<file path="src/rtl/ckc_pkg.sv">
// shared types and constants for the clock replacement keyed cache
package ckc_pkg;

	localparam int SLOTS_DEF      = 64;
	localparam int KEY_WIDTH_DEF  = 64;
	localparam int PAY_WIDTH_DEF  = 32;
	localparam int CMD_W          = 2;
	localparam int CAP_W          = 7;
	localparam logic [CAP_W-1:0] CAP_RESET = 7'd64;

	typedef enum logic [CMD_W-1:0] {
		CMD_INSERT = 2'd0,
		CMD_LOOKUP = 2'd1,
		CMD_ERASE  = 2'd2,
		CMD_CLEAR  = 2'd3
	} cmd_t;

	typedef struct packed {
		logic load;
		logic match;
		logic decide;
		logic update;
	} ctrl_cmd_t;

endpackage

</file>
<file path="src/rtl/ckc_ctrl.sv">
// sequencer: accept, match, decide, update, respond
module ckc_ctrl (
	input  logic               clk,
	input  logic               arst_n,
	input  logic               req_valid,
	output logic               req_ready,
	output logic               rsp_valid,
	input  logic               rsp_ready,
	output ckc_pkg::ctrl_cmd_t cmd
);
	import ckc_pkg::*;

	typedef enum logic [2:0] {
		ST_IDLE,
		ST_MATCH,
		ST_DECIDE,
		ST_UPDATE,
		ST_RESP
	} state_t;

	state_t state_q;
	logic   ready_q;
	logic   valid_q;

	assign req_ready  = ready_q;
	assign rsp_valid  = valid_q;
	assign cmd.load   = req_valid && ready_q;
	assign cmd.match  = (state_q == ST_MATCH);
	assign cmd.decide = (state_q == ST_DECIDE);
	assign cmd.update = (state_q == ST_UPDATE);

	always_ff @(posedge clk or negedge arst_n) begin
		if (!arst_n) begin
			state_q <= ST_IDLE;
			ready_q <= 1'b1;
			valid_q <= 1'b0;
		end else begin
			case (state_q)
				ST_IDLE: begin
					if (req_valid && ready_q) begin
						state_q <= ST_MATCH;
						ready_q <= 1'b0;
					end
				end
				ST_MATCH:  state_q <= ST_DECIDE;
				ST_DECIDE: state_q <= ST_UPDATE;
				ST_UPDATE: begin
					state_q <= ST_RESP;
					valid_q <= 1'b1;
				end
				ST_RESP: begin
					if (rsp_ready) begin
						state_q <= ST_IDLE;
						valid_q <= 1'b0;
						ready_q <= 1'b1;
					end
				end
				default: begin
					state_q <= ST_IDLE;
					ready_q <= 1'b1;
					valid_q <= 1'b0;
				end
			endcase
		end
	end
endmodule

</file>
<file path="config.mk">
export PLATFORM = sky130hd
export DESIGN_NAME = ckc_ctrl
export DESIGN_NICKNAME = d
export VERILOG_FILES = /design/src/rtl/ckc_pkg.sv /design/src/rtl/ckc_ctrl.sv
export SDC_FILE = /design/constraint.sdc
export NUM_CORES = 1
export LEC_CHECK = 0
export BUFFER_PORTS_ARGS = -buffer_cell sky130_fd_sc_hd__buf_2
export CAP_MARGIN = 15
export CELL_PAD_IN_SITES_DETAIL_PLACEMENT = 1
export CELL_PAD_IN_SITES_GLOBAL_PLACEMENT = 1
export CORE_AREA = 2 2 39 41
export CTS_CLUSTER_DIAMETER = 120
export DETAILED_ROUTE_END_ITERATION = 7
export DIE_AREA = 0 0 41 43
export GPL_TIMING_DRIVEN = 0
export PLACE_DENSITY = 0.57
export REMOVE_ABC_BUFFERS = 1
export SYNTH_ARGS = -nofsm -noshare
export SYNTH_HDL_FRONTEND = slang
export SYNTH_SLANG_ARGS = --single-unit
</file>
<file path="constraint.sdc">
create_clock -name clk -period 1.1 [get_ports clk]
set_clock_uncertainty 0.1 [all_clocks]
set_input_delay 0.055 -clock clk [delete_from_list [all_inputs] [get_ports clk]]
set_output_delay 0.055 -clock clk [all_outputs]
set_load 0.01 [all_outputs]
</file>
### Word level (Yosys, flattened, before mapping)

Index checks and enable logic that the tools add are counted.

* flip-flop bits (word level): 5
* input port bits: 4
* output and inout bits: 6
* logic and storage cells: 26

* eq/ne operators: 6
* multiplexer cells: 8
* bitwise operators: 2
* reductions and logical operators: 7

Operators by type and width (number)
* $pmux W3 S5: 1
* $eq A3 B2 Y1 const B: 2
* $mux W3: 2
* $pmux W1 S3: 2
* $reduce_or A3 Y1: 2
* $ne A2 B2 Y1 const B: 2
* $reduce_and A2 Y1: 2
* $eq A3 B1 Y1 const B: 1
* $eq A3 B3 Y1 const B: 1
* $logic_not A3 Y1: 1
* $mux W1: 3
* $reduce_and A3 Y1: 1
* $not A1 Y1: 2
* $logic_and A1 B1 Y1: 1

### Longest topological paths before layout

* depth after elaboration: 4
* mapped depth: 3
* gate-level depth less buffers: 2

### Worst setup path before layout

Ideal clock, no wire load.

* path kind: register to register
* from: register state_q[0]
* to: register state_q[2]
* library setup time: 0.124 ns
* arrival time: 0.909 ns
* data required time: 0.876 ns
* path slack: -0.033 ns
* cell stages (with the launch flop): 4
* path buffers: 1
* period minus slack after synthesis: 1.133 ns
* path through: dfrtp_1 -> buf_6 -> and3b_1 -> or2_1

RTL lines
* start, declared: line ckc_ctrl.sv:21 `state_t state_q;`
* start signal, assigned: line ckc_ctrl.sv:34 `state_q <= ST_IDLE;`
* start signal, assigned: line ckc_ctrl.sv:41 `state_q <= ST_MATCH;`
* start signal, assigned: line ckc_ctrl.sv:45 `ST_MATCH: state_q <= ST_DECIDE;`

==> flow_metrics.tcl <==
set metrics [dict create \
    drv_slew 0 \
    routed_via_density 4.439 \
    rsz0062_at_grt "true" \
    cts_sinks 5 \
    worst_slew_pin_slew_ns 0.1923 \
    die-area_um2 1763 \
    cap_violations 0 \
    leakage_nw 0.1911 \
    fmax_mhz 856.4 \
    pre_cts_ws_ns -0.05444 \
    nets 46 \
    cp-start-kind "register" \
    numPortBuffers 9 \
    fin_ws_ns -0.06775 \
    grt_pass1_vias 280 \
    area_delta_synth_final_pct 68.10 \
    synth_seq_cells 5 \
    final_common_cell "buf_2" \
    dieHeight_um 43 \
    status "complete, but fails checks" \
    ios 10 \
    numCtsBuffers 3 \
    avgSynthCellArea_um2 10.51 \
    grt_pass1_wl_um 1186 \
    r2r_start "state_q[2]" \
    fill_cells 161 \
    track_usage 0.1039 \
    cts_tree "built" \
    htreeDepth 1 \
    coreArea_um2 1384 \
    drcViolationCount 0 \
    hpwl_um 431.4 \
    ir_worst_vdd_mv 0.7407 \
    gp_congestion 0.7206 \
    setup_violations 6 \
    clockBufferDepth 2 \
    min_period_ns 1.168 \
    drt-total-wl_um 688 \
    critPathLaunch "state_q[2]" \
    synth_cell_type_count 15 \
    yosys_warnings 0 \
    total_power_w 0.001267 \
    path_max_fanout 4 \
    overflow 0 \
    syn_inst 25 \
    grt_max_degree 8 \
    die_w_um 41 \
    pwr_density_cell_nw_per_um2 2869 \
    cp_data_required_time_ns 0.94 \
    period_share 1.062 \
    root_buffer "clkbuf_4" \
    hold_class "input pin to register" \
    hold_viol 0 \
    min_from "rsp_ready" \
    synth_area_um2 262.8 \
    drive_above_1_share 0.7317 \
    cts.reportedPaths.clkPinSlew_ns 0.04 \
    worstSetupPathType "register to primary output" \
    fin_hold_ws_ns 0.03564 \
    start_util 0.1899 \
    rows 14 \
    final_cell_mix "8 x buf_2, 4 x buf_4, 3 x clkbuf_4, 3 x dfrtp_2" \
    ant_nets 0 \
    max-slew-margin-rel 0.8707 \
    failed_checks "negative setup slack" \
    clkLatencyLatePin_ns 0.24 \
    vias 253 \
    wl_per_cell_um 12.07 \
    diodes 0 \
    synth-seq-area-share 0.4810 \
    antenna_found_initial 0 \
    cp-end-kind "primary output" \
    initialDrtViolationCount 0 \
    timing.setup.tns_ns -0.2550 \
    dr.pass1.iters 1 \
    arrival_ns 1.01 \
]
[cells by family (layout without fill, tap and decap cells)]
group | Yosys count | in the layout | synth area share
and+or+nand+nor | 13 | 13 | 0.3143
buffers and inverters | 3 | 19 | 0.09998
AOI/OAI and AO/OA | 3 | 3 | 0.07144
DFF | 5 | 5 | 0.4810
xor gates and xnor gates | 1 | 1 | 0.03334
[final timing paths]
path | end | slack, ns | cells after the start
setup / recovery | cmd[0] | -0.07 | 2
hold / removal | rsp_valid | 0.04 | 3
setup reg to reg | state_q[2] | -0.05 | 3
hold reg to reg | rsp_valid | 0.42 | 1
max in group asynchronous | req_ready | 0.63 | 2
min in group asynchronous | state_q[0] | 0.06 | 2
[worst max-delay path, cell delays in order, from the launching register on]
cell and delay (ns):
dfrtp_2 0.42, and3b_1 0.22, buf_2 0.13
[cells in the mapped netlist]
master	count	area, µm²
nor3b_1	2	15.01
or2_1	1	6.260
buf_6	1	11.26
and3b_1	1	8.760
xnor2_1	1	8.760
and2_1	1	6.260
a21oi_1	2	10.01
dfrtp_1	4	100.1
buf_4	2	15.01
nor2_1	2	7.510
nor4b_1	2	17.52
dfstp_2	1	26.28
o2bb2ai_1	1	8.760
nor4_1	1	6.260
nor3_1	3	15.01
[state kept, by name, summed over array words and instances, names as in the netlist]
signal,flops
req_ready,1
rsp_valid,1
state_q,3
[layer usage]
metal,global-route usage,wire length (µm)
met1,0.1013,258
met4,0.04000,0
met3,0.04712,38
met5,0,0
met2,0.1781,392
[what timing repair did]
action / CTS / global route
pin swaps: 0 / 1
gates cloned: 0 / 0
gates resized for setup: 6 / 9
hold buffers: 1 / 0
hold endpoints to repair: 5 / 0
buffers inserted: 5 / 0
endpoints found under the setup margin: 6 / 8
[power breakdown]
group          total (W)  internal, W  switching, W
Clock           0.000211     0.000137     0.0000741
Combinational   0.000676     0.000358      0.000318
Sequential      0.000380     0.000287     0.0000939
Total            0.00127     0.000781      0.000486
[through the flow]
step	utilization	std cells	instance area [µm²]
floorplan	-	22	236.5
global placement	0.2179	47	301.5
detailed placement	0.2179	47	301.5
CTS	0.2875	57	397.9
global route	0.3192	57	441.7
finish	0.3192	57	441.7
[layout make-up]
class	count	area [µm²]	share of cell area
tap	16	20.02	0.04533
timing repair buffer	15	102.6	0.2323
sequential	5	130.1	0.2946
multi-input combinational	17	162.7	0.3683
clock buffer	4	26.28	0.05949
No activity file was read; power rests on OpenSTA's default activity.
